[config.mk]
export PLATFORM = sky130hd
export DESIGN_NAME = gsli_node_mem
export DESIGN_NICKNAME = d
export VERILOG_FILES = /design/src/gsli_pkg.sv /design/src/gsli_node_mem.sv
export SDC_FILE = /design/constraint.sdc
export NUM_CORES = 2
export LEC_CHECK = 0
export BUFFER_PORTS_ARGS = -buffer_cell sky130_fd_sc_hd__buf_2
export CORE_MARGIN = 2
export CORE_UTILIZATION = 59
export CTS_BUF_LIST = sky130_fd_sc_hd__clkbuf_2
export CTS_CLUSTER_SIZE = 14
export DETAILED_ROUTE_END_ITERATION = 12
export GPL_TIMING_DRIVEN = 0
export PLACE_DENSITY = 0.78
export SLEW_MARGIN = 20
export SYNTH_ARGS = -nofsm -noshare
export SYNTH_HDL_FRONTEND = slang
export SYNTH_SLANG_ARGS = --single-unit
export TNS_END_PERCENT = 50
[constraint.sdc]
create_clock -name clk_i -period 1.9 [get_ports clk_i]
set_input_delay 0 -clock clk_i [delete_from_list [all_inputs] [get_ports clk_i]]
set_output_delay 0 -clock clk_i [all_outputs]
set_load 0.01 [all_outputs]
[src/gsli_pkg.sv]
// ----------------------------------------------------------------------------
// gsli_pkg
// Shared types and codes for the grouped sorted list insert block.
// ----------------------------------------------------------------------------
package gsli_pkg;

  localparam int unsigned KeyW   = 32;
  localparam int unsigned EmitW  = 32;
  localparam int unsigned VolW   = 16;
  localparam int unsigned IdxW   = 6;
  localparam int unsigned CountW = 7;

  typedef enum logic [0:0] {
    REQ_INSERT = 1'b0,
    REQ_CLEAR  = 1'b1
  } req_e;

  typedef enum logic [3:0] {
    ST_IDLE,
    ST_SRCH_RD,
    ST_SRCH_CHK,
    ST_HEAD_RD,
    ST_HEAD_CHK,
    ST_WALK_RD,
    ST_WALK_CHK,
    ST_LINK,
    ST_RESULT
  } state_e;

endpackage

[src/gsli_node_mem.sv]
// ----------------------------------------------------------------------------
// gsli_node_mem
// Node pool: next link, volume and emitter per node, one read port with
// registered data, a full write port (new node) and a narrow one (relinked node).
// ----------------------------------------------------------------------------
module gsli_node_mem import gsli_pkg::*; #(
  parameter int unsigned Depth = 64,
  parameter int unsigned AddrW = 6,
  parameter int unsigned LinkW = 7
) (
  input  logic              clk_i,
  input  logic [AddrW-1:0]  rd_addr_i,
  output logic [LinkW-1:0]  rd_next_o,
  output logic [VolW-1:0]   rd_vol_o,
  input  logic              wr_en_i,
  input  logic [AddrW-1:0]  wr_addr_i,
  input  logic [LinkW-1:0]  wr_next_i,
  input  logic [VolW-1:0]   wr_vol_i,
  input  logic [EmitW-1:0]  wr_emit_i,
  input  logic              ln_en_i,
  input  logic [AddrW-1:0]  ln_addr_i,
  input  logic [LinkW-1:0]  ln_next_i
);

  logic [LinkW-1:0] next_mem [Depth];
  logic [VolW-1:0]  vol_mem  [Depth];
  logic [EmitW-1:0] emit_mem [Depth];

  // The relink write and the new-node write never target the same entry.
  always_ff @(posedge clk_i) begin
    if (wr_en_i) begin
      next_mem[wr_addr_i] <= wr_next_i;
      vol_mem[wr_addr_i]  <= wr_vol_i;
      emit_mem[wr_addr_i] <= wr_emit_i;
    end
    if (ln_en_i) begin
      next_mem[ln_addr_i] <= ln_next_i;
    end
    rd_next_o <= next_mem[rd_addr_i];
    rd_vol_o  <= vol_mem[rd_addr_i];
  end

endmodule

==> impl_metrics.csv <==
group,metric,value,unit
layout,syn2layout_area_growth,15.5,%
setup_path,critPathLaunch,"rd_addr_i[2]",
floorplan,initial_core_util,59.3,%
clocking,clock-sinks,1495,
global_route,grt_overflow,0,
floorplan,io_pins,106,
global_route,grtUsageTotal,38.4,%
setup_path,r2r-end,"rd_next_o[2]$_DFF_P_",
logic_synthesis,yosysSeqAreaShare,70.7,%
floorplan,rows,120,
setup_path,crit_fanout,9,
power,p_int,0.0468,W
layout,design_area,72900,um2
timing,hold_viol_final,0,
clocking,cts.path.max_buffers,4,
detailed_routing,post_drt_wl_per_cell,37.8,um
clocking,cts_tree,"built",
logic_synthesis,syn_area,63200,um2
logic_synthesis,synth_top_flop_cell,"edfxtp_1",
power,p_comb_share,9.4,%
global_route,grt_max_degree,65,
layout,multi_input_area,18300,um2
global_route,grt_antenna_before_repair,21,
logic_synthesis,syn_inst,3219,
logic_synthesis,synth-edff-count,1472,
clocking,cts.htree.levels,5,
logic_synthesis,async_flop_share,0,%
placed_design,io_buffers,55,
power,switchingPower,0.0171,W
detailed_routing,wl,212,mm
logic_synthesis,synth_nets,3302,
logic_synthesis,ys_ff_latch,1495,
detailed_routing,antenna_left,0,
clocking,clk_latency,1640,ps
clocking,numCtsBuffers,376,
placed_design,placed_area,66300,um2
global_route,first_global_vias,39500,
worst_hold_path,hp-start,"ln_en_i",
timing,fin_tns_setup,-21490,ps
layout,layout_commonest_cell,"edfxtp_1",
logic_synthesis,synth_area_per_cell,19.6,um2
setup_path,crit_required,3410,ps
detailed_routing,vias_per_cell,7.09,
timing,skew,144,ps
detailed_routing,drt_first_iter_violations,7325,
worst_hold_path,min_to,"next_mem[6][0]$_DFFE_PP_",
run,maxCapViolCount,0,
layout,drive_above_1_share,44.1,%
layout,layout_common_cells,"1472 x edfxtp_1, 563 x clkbuf_2, 461 x mux2_2",
worst_hold_path,min_path_type,"in -> reg",
floorplan,fp.coreArea,107000,um2
setup_path,r2r_cells,4,
setup_path,arrival,3720,ps
power,p_sw_share,26.7,%
power,clkPwrFrac,33.2,%
floorplan,die_w,331,um
layout,nets,4016,
clocking,path_clk_slew,100,ps
timing,rsz0062_at_grt,"yes",
detailed_routing,vias,39700,
power,leakagePower,23.6,nW
power,irDropWorstVdd,559,uV
logic_synthesis,synth.distinct_cells,45,
power,total_power,0.0639,W
timing,finalCritPeriodShare,116,%
setup_path,reg2reg_from,"next_mem[30][2]$_DFFE_PP_",
timing,slew_headroom,15.4,%
floorplan,die_area,110000,um2
placed_design,post-place-ws,-1840,ps
power,seqPwrFrac,57.4,%
clocking,root_buffer,"clkbuf_2",
setup_path,cp-start-kind,"input pin",
timing,worstMarginPinSlew,1270,ps
setup_path,r2r_slack,-270,ps
logic_synthesis,synth_warnings,0,
layout,fill_cells,6701,
status,status,"complete, but fails checks",
timing,slew_viol_final,0,
layout,final_util,68.4,%
timing,final.setup.worst_slack,-303,ps
timing,max_freq,454,MHz
global_route,grt_pass1_wl,291,mm
detailed_routing,drt-pass1-iter-count,6,
placed_design,dp_hpwl,137,mm
power,power_density,875,nW/um2
floorplan,die_h,331,um
setup_path,path_class,"in -> reg",
detailed_routing,drc_errors,0,
status,violations,"setup timing",
timing,setup_viol,312,
worst_hold_path,whs_path_depth,6,
timing,post-route-min-period,2200,ps
placed_design,gp_congestion,1.02,
layout,seqCellArea,44700,um2
setup_path,critPathCaptureType,"flip-flop",
## critical path, stage by stage
cell and delay [ps]:
buf_2 180, buf_2 300, buf_4 230, dlygate4sd3_1 1390
nor2_1 460, nand2_1 270, o22ai_1 150, or3_4 480
o21ai_2 240
## final cells by class
| cell class | count | share of cell area (%) |
|---|---|---|
| Sequential cell | 1495 | 61.3 |
| Tap cell | 1403 | 2.41 |
| Clock inverter | 102 | 0.710 |
| Buffer | 269 | 1.78 |
| Timing Repair Buffer | 338 | 5.12 |
| Multi-Input combinational cell | 1452 | 25.0 |
| Inverter | 1 | 0.00515 |
| Antenna cell | 6 | 0.0206 |
| Clock buffer | 535 | 3.67 |
## synthesized netlist by cell type, types with 13 or more instances
master	instances	area share, %
nand3_1	40	0.32
a22oi_1	77	0.92
o22ai_1	62	0.61
buf_2	41	0.32
mux2_2	464	8.3
nand2_1	73	0.43
buf_6	13	0.23
nor2_1	109	0.65
clkbuf_1	171	1.0
mux4_2	365	13
o21ai_0	59	0.47
edfxtp_1	1472	70
buf_1	24	0.14
dfxtp_1	23	0.73
mux2i_1	60	0.95
buf_4	20	0.24
## power groups by stage
stage / sequential (W) / combinational (W) / clock, W
floorplan: 0.0374 / 0.00256 / 0
global placement: 0.0374 / 0.00470 / 0
detailed placement: 0.0374 / 0.00489 / 0
CTS: 0.0366 / 0.00556 / 0.0209
global route: 0.0367 / 0.00601 / 0.0228
finish: 0.0367 / 0.00598 / 0.0212
## registers in the layout, summed over array words and instances, names as in the netlist
name and count:
vol_mem 1024, rd_vol_o 16, next_mem 448, rd_next_o 7
## kinds of logic after synthesis
group                  share of synthesized area (%)
flip-flops                                      70.7
multiplexers                                    22.2
AND/OR/NAND/NOR                                 2.48
AO/OA/AOI/OAI                                   2.58
buffers and inverters                           2.01
## per-stage QoR
stage          hold slack [ps]  instances
3_3_place_gp               401       4677
6_report                  27.2       5601
3_5_place_dp               396       4740
4_1_cts                  -9.14       5587
2_1_floorplan             98.9       3219
5_1_grt                  -61.9       5596
## layer usage
metal	routed length, um	up-vias	global-route usage (%)
li1	-	14900	-
met1	67600	19800	47.5
met4	16100	22	24.8
met2	94400	4062	56.5
met3	33700	925	15.4
met5	160	-	0
## worst max-delay path by stage
stage | endpoint | slack (ps)
floorplan | vol_mem[16][0]$_DFFE_PP_ | -0.8
global placement | next_mem[40][5]$_DFFE_PP_ | -1910
detailed placement | rd_next_o[1]$_DFF_P_ | -1840
CTS | rd_vol_o[0] | -370
global route | rd_vol_o[0] | -330
finish | rd_vol_o[1]$_DFF_P_ | -300
## timing repair
| action | CTS | global route |
|---|---|---|
| pin swaps | 3 | 17 |
| hold buffers | 210 | 10 |
| endpoints found under the hold margin | 2544 | 57 |
| setup buffers | 0 | 2 |
| endpoints found under the setup margin | 45 | 545 |
| resized for setup | 94 | 129 |
No activity file was read; power rests on OpenSTA's default activity.
