**src/gsli_pkg.sv**
```systemverilog
// ----------------------------------------------------------------------------
// gsli_pkg
// Shared types and codes for the grouped sorted list insert block.
// ----------------------------------------------------------------------------
package gsli_pkg;

  localparam int unsigned KeyW   = 32;
  localparam int unsigned EmitW  = 32;
  localparam int unsigned VolW   = 16;
  localparam int unsigned IdxW   = 6;
  localparam int unsigned CountW = 7;

  typedef enum logic [0:0] {
    REQ_INSERT = 1'b0,
    REQ_CLEAR  = 1'b1
  } req_e;

  typedef enum logic [3:0] {
    ST_IDLE,
    ST_SRCH_RD,
    ST_SRCH_CHK,
    ST_HEAD_RD,
    ST_HEAD_CHK,
    ST_WALK_RD,
    ST_WALK_CHK,
    ST_LINK,
    ST_RESULT
  } state_e;

endpackage

```
**src/gsli_group_mem.sv**
```systemverilog
// ----------------------------------------------------------------------------
// gsli_group_mem
// Group table: key, list head and node count per group slot, one read port
// with registered data and one write port.
// ----------------------------------------------------------------------------
module gsli_group_mem import gsli_pkg::*; #(
  parameter int unsigned Depth = 64,
  parameter int unsigned AddrW = 6,
  parameter int unsigned LinkW = 7
) (
  input  logic              clk_i,
  input  logic [AddrW-1:0]  rd_addr_i,
  output logic [KeyW-1:0]   rd_key_o,
  output logic [LinkW-1:0]  rd_head_o,
  output logic [LinkW:0]    rd_count_o,
  input  logic              wr_en_i,
  input  logic [AddrW-1:0]  wr_addr_i,
  input  logic [KeyW-1:0]   wr_key_i,
  input  logic [LinkW-1:0]  wr_head_i,
  input  logic [LinkW:0]    wr_count_i
);

  logic [KeyW-1:0]  key_mem   [Depth];
  logic [LinkW-1:0] head_mem  [Depth];
  logic [LinkW:0]   count_mem [Depth];

  always_ff @(posedge clk_i) begin
    if (wr_en_i) begin
      key_mem[wr_addr_i]   <= wr_key_i;
      head_mem[wr_addr_i]  <= wr_head_i;
      count_mem[wr_addr_i] <= wr_count_i;
    end
    rd_key_o   <= key_mem[rd_addr_i];
    rd_head_o  <= head_mem[rd_addr_i];
    rd_count_o <= count_mem[rd_addr_i];
  end

endmodule

```
**config.mk**
```make
export PLATFORM = sky130hd
export DESIGN_NAME = gsli_group_mem
export DESIGN_NICKNAME = d
export VERILOG_FILES = /design/src/gsli_pkg.sv /design/src/gsli_group_mem.sv
export SDC_FILE = /design/constraint.sdc
export NUM_CORES = 2
export LEC_CHECK = 0
export BUFFER_PORTS_ARGS = -buffer_cell sky130_fd_sc_hd__buf_2
export CAP_MARGIN = 20
export CORE_MARGIN = 5
export CORE_UTILIZATION = 50
export CTS_CLUSTER_DIAMETER = 100
export DETAILED_ROUTE_END_ITERATION = 12
export PLACE_DENSITY = 0.65
export SETUP_SLACK_MARGIN = 0.1
export SYNTH_ARGS = -nofsm -noshare
export SYNTH_HDL_FRONTEND = slang
export SYNTH_SLANG_ARGS = --single-unit
```
**constraint.sdc**
```tcl
create_clock -name clk_i -period 6.41 [get_ports clk_i]
set_input_delay 0.3205 -clock clk_i [delete_from_list [all_inputs] [get_ports clk_i]]
set_output_delay 0.3205 -clock clk_i [all_outputs]
set_load 0.05 [all_outputs]
```
==> Flow_metrics.wiki <==
{| class="wikitable"
! Metric !! Value
|-
| Outcome || finished, final reports clean
|-
| Estimated wirelength of the detail-placed design || 165 mm
|-
| Count of placed standard cells including taps || 7892
|-
| Most used DFF post-synth || sky130_fd_sc_hd__edfxtp_1
|-
| Number of hold-slack violations in the final timing report || 0
|-
| Commonest cells after routing, fill and taps aside || 3008 x sky130_fd_sc_hd__edfxtp_1, 716 x sky130_fd_sc_hd__mux4_2, 323 x sky130_fd_sc_hd__clkbuf_16
|-
| Via count of the first global-routing pass || 55900
|-
| Setup Fix Bufs, Post-CTS || 0
|-
| Count of flip-flops with a built-in enable after synthesis || 3008
|-
| Bufs on Longest Clock Path || 4
|-
| Cell area after synthesis || 0.115 mm²
|-
| Final standard cell count with taps included and fillers excluded || 8512
|-
| Crit Reg-Reg Endpoint || rd_key_o[2]$_DFF_P_
|-
| Crit share post-route || 47.9%
|-
| Largest net degree at the start of global routing || ~110
|-
| Post-synthesis to final-layout area growth || 13.8%
|-
| Setup TNS || 0 ns
|-
| Number of clock buffers inserted by TritonCTS || 316
|-
| Post-Synthesis Mean Instance Area || 23.4 µm²
|-
| Total congestion overflow || 0
|-
| Via count || around 56000
|-
| First-pass iteration count of the detailed router || 5
|-
| Final Net Count || 5319
|-
| Antenna violations before repair || 10
|-
| Initial DRC Count || 7583
|-
| Unrepaired setup endpoints after global routing || no
|-
| Floorplan core area || 0.228 mm²
|-
| Fill cell count || ~16000
|-
| Cell depth of the worst flop-to-flop path || 4
|-
| Post-detailed-route via-to-cell ratio || 6.60
|-
| Wirelength, routed || around 310 mm
|-
| Synth warnings || 0
|-
| Yosys cell types || 37
|-
| IO Pins || between 100 and 150
|-
| Share of post-route cells with drive strength above 1 || between 20 and 30%
|-
| First-pass GRT wire length || 434 mm
|-
| Classification of the worst setup path || input port to flip-flop
|-
| Area of the die || around 0.24 mm²
|-
| Power density over the cells || approximately 320 mW/mm²
|-
| Peak Freq || 326 MHz
|-
| Nature of the critical path endpoint || flip-flop
|-
| Final critical-path required period || just over 3 ns
|-
| Post-synthesis register bit count || roughly 3100
|-
| Clock-pin slew on the worst setup and hold paths || 0.06 ns
|-
| Element type at the critical path start || input port
|-
| Worst Max-Slew Pin Slew || between 1 and 1.5 ns
|-
| Critical path peak fanout || 30
|-
| TritonCTS clock tree || yes
|-
| Clock latency on the worst-skew pair || ~0.95 ns
|-
| Classification of the worst-slack hold path || input port to flip-flop
|-
| Detail Route Antenna Nets || 0
|-
| Arrival time at the worst endpoint || 3.62 ns
|-
| Remaining routing DRC violations || 0
|-
| Syn Nets || 4959
|-
| Clock Root Buffer || sky130_fd_sc_hd__clkbuf_16
|-
| Number of instances in the synthesized netlist || 4898
|-
| Peak supply drop || 0.363 mV
|-
| Routability Congestion || between 0.7 and 0.8
|-
| Minimum setup slack in the final design || roughly 3.3 ns
|-
| Leakage || 0.0407 µW
|-
| Data required time of the worst path || 6.96 ns
|-
| Number of buffer cells added on primary ports || 107
|-
| Setup Viol. Count Final || 0
|-
| Reported max-cap violation count || 0
|-
| Fin Clk Skew || a little under 0.05 ns
|-
| Fraction of the core area covered by cells at the end of the flow || 57.3%
|-
| Crit path from || wr_addr_i[0]
|-
| Routed len/inst || approximately 36 µm
|-
| Worst Hold Path EP || head_mem[46][1]$_DFFE_PP_
|-
| Maximum level of the CTS H-tree || 5
|-
| Die Wd || between 400 and 500 µm
|-
| Hold depth || 2
|-
| Initial standard-cell utilization of the core || 50.4%
|-
| Std cell rows || 175
|-
| Slew headroom || 21.4%
|-
| Clk sinks || 3055
|-
| HP Start || wr_head_i[1]
|-
| Share of flip-flops with an asynchronous set or reset || 0%
|-
| Startpoint of the worst-slack reg-to-reg timing path || key_mem[28][2]$_DFFE_PP_
|-
| Final max-slew violation count || 0
|-
| Seq/Total Area, Yosys || 79.5%
|-
| R2R setup slack || 4.26 ns
|-
| Most common library cell in the layout ignoring fill and taps || sky130_fd_sc_hd__edfxtp_1
|-
| Total global-route track usage || 25.9%
|-
| Chip Height || 489 µm
|-
| Worst slack after detailed placement || between 2 and 2.5 ns
|}
==> registers in the layout, summed over array words and instances, names as in the netlist <==
name and count:
rd_head_o 7, count_mem 512, rd_key_o 32, key_mem 2048, head_mem 448, rd_count_o 8
==> cells in the mapped netlist, types with 2 or more instances <==
| master | count | area, µm² |
|---|---|---|
| sky130_fd_sc_hd__edfxtp_1 | 3008 | 90300 |
| sky130_fd_sc_hd__mux4_2 | 716 | 16100 |
| sky130_fd_sc_hd__o22ai_1 | 167 | 1040 |
| sky130_fd_sc_hd__mux2i_1 | 120 | 1200 |
| sky130_fd_sc_hd__clkbuf_1 | 109 | 409 |
| sky130_fd_sc_hd__nor2_1 | 95 | 357 |
| sky130_fd_sc_hd__buf_2 | 90 | 450 |
| sky130_fd_sc_hd__a21oi_1 | 74 | 370 |
| sky130_fd_sc_hd__o221ai_1 | 60 | 526 |
| sky130_fd_sc_hd__buf_4 | 47 | 353 |
| sky130_fd_sc_hd__dfxtp_1 | 47 | 941 |
| sky130_fd_sc_hd__mux2_2 | 41 | 462 |
| sky130_fd_sc_hd__nor4_1 | 39 | 244 |
| sky130_fd_sc_hd__a221oi_1 | 35 | 307 |
| sky130_fd_sc_hd__o22a_1 | 30 | 263 |
| sky130_fd_sc_hd__a22oi_1 | 24 | 180 |
| sky130_fd_sc_hd__nand2_1 | 23 | 86.3 |
| sky130_fd_sc_hd__buf_1 | 21 | 78.8 |
| sky130_fd_sc_hd__nor2b_1 | 20 | 125 |
| sky130_fd_sc_hd__a22o_1 | 18 | 158 |
| sky130_fd_sc_hd__nand3_1 | 15 | 75.1 |
| sky130_fd_sc_hd__o21ai_1 | 13 | 65.1 |
| sky130_fd_sc_hd__buf_6 | 12 | 135 |
| sky130_fd_sc_hd__nand2b_1 | 10 | 62.6 |
| sky130_fd_sc_hd__o21ai_0 | 10 | 50.1 |
| sky130_fd_sc_hd__o21a_1 | 9 | 67.6 |
| sky130_fd_sc_hd__and3_1 | 8 | 50.1 |
| sky130_fd_sc_hd__a211oi_1 | 7 | 52.6 |
| sky130_fd_sc_hd__nor3_1 | 7 | 35.0 |
| sky130_fd_sc_hd__or2_2 | 5 | 31.3 |
| sky130_fd_sc_hd__nand3b_1 | 4 | 30.0 |
| sky130_fd_sc_hd__or3_1 | 4 | 25.0 |
| sky130_fd_sc_hd__and2_1 | 3 | 18.8 |
| sky130_fd_sc_hd__a2111oi_2 | 2 | 30.0 |
| sky130_fd_sc_hd__nand4_1 | 2 | 12.5 |
| sky130_fd_sc_hd__or3b_2 | 2 | 17.5 |
==> report_power, final <==
group / switching, µW / leakage (µW) / internal [µW]
Clock: 7340 / 0.00495 / 10700
Combinational: 1360 / 0.00829 / 720
Sequential: 92.3 / 0.0275 / 22100
==> worst max-delay path, stage by stage <==
cell and delay, ns:
sky130_fd_sc_hd__dlygate4sd3_1 0.55, sky130_fd_sc_hd__buf_2 0.28, sky130_fd_sc_hd__nor2b_1 0.25, sky130_fd_sc_hd__nand3_1 0.51, sky130_fd_sc_hd__nor2_4 0.86, sky130_fd_sc_hd__buf_4 0.80
==> metal layers <==
metal,GRT usage [%],vias up,share of wire [%]
met1,36.6,30400,38
met3,4.95,652,9.6
li1,-,21900,-
met4,9.22,4,3.8
met5,0,-,0.0087
met2,41.1,3248,48
==> area by class of cell <==
| type | count | area, µm² | share of cell area (%) |
|---|---|---|---|
| Multi-Input combinational cell | 1564 | 22600 | 17.3 |
| Sequential cell | 3055 | 91300 | 69.9 |
| Clock inverter | 139 | 1500 | 1.15 |
| Tap cell | 3009 | 3760 | 2.88 |
| Clock buffer | 416 | 8600 | 6.59 |
| Antenna cell | 8 | 20.0 | 0.0153 |
| Timing Repair Buffer | 321 | 2820 | 2.16 |
==> through the flow <==
step                      hold WS, ns  total power, µW  instance area, µm²
after floorplan                 0.419            23800              115000
after global routing           0.0351            43500              131000
after detailed placement        0.791            24700              120000
final                          0.0378            42300              131000
after global placement          0.792            24600              119000
after CTS                      0.0410            42500              130000
==> worst max-delay path by stage <==
stage	to	cells after the start
6_report	key_mem[3][11]$_DFFE_PP_	6
5_1_grt	key_mem[59][3]$_DFFE_PP_	6
4_1_cts	key_mem[3][9]$_DFFE_PP_	6
3_5_place_dp	rd_key_o[15]$_DFF_P_	7
3_3_place_gp	rd_key_o[19]$_DFF_P_	7
2_1_floorplan	count_mem[34][0]$_DFFE_PP_	4
==> cells by family after synthesis <==
| group | synth area share [%] |
|---|---|
| AND/OR/NAND/NOR | 1.02 |
| flip-flops | 79.5 |
| multiplexers | 15.5 |
| buffers and inverters | 1.24 |
| AO/OA/AOI/OAI | 2.71 |
==> timing repair <==
action,CTS,global route
hold buffers,5,24
endpoints found under the hold margin,22,847
resized for setup,0,0
Power figures use the tool's default switching activity.
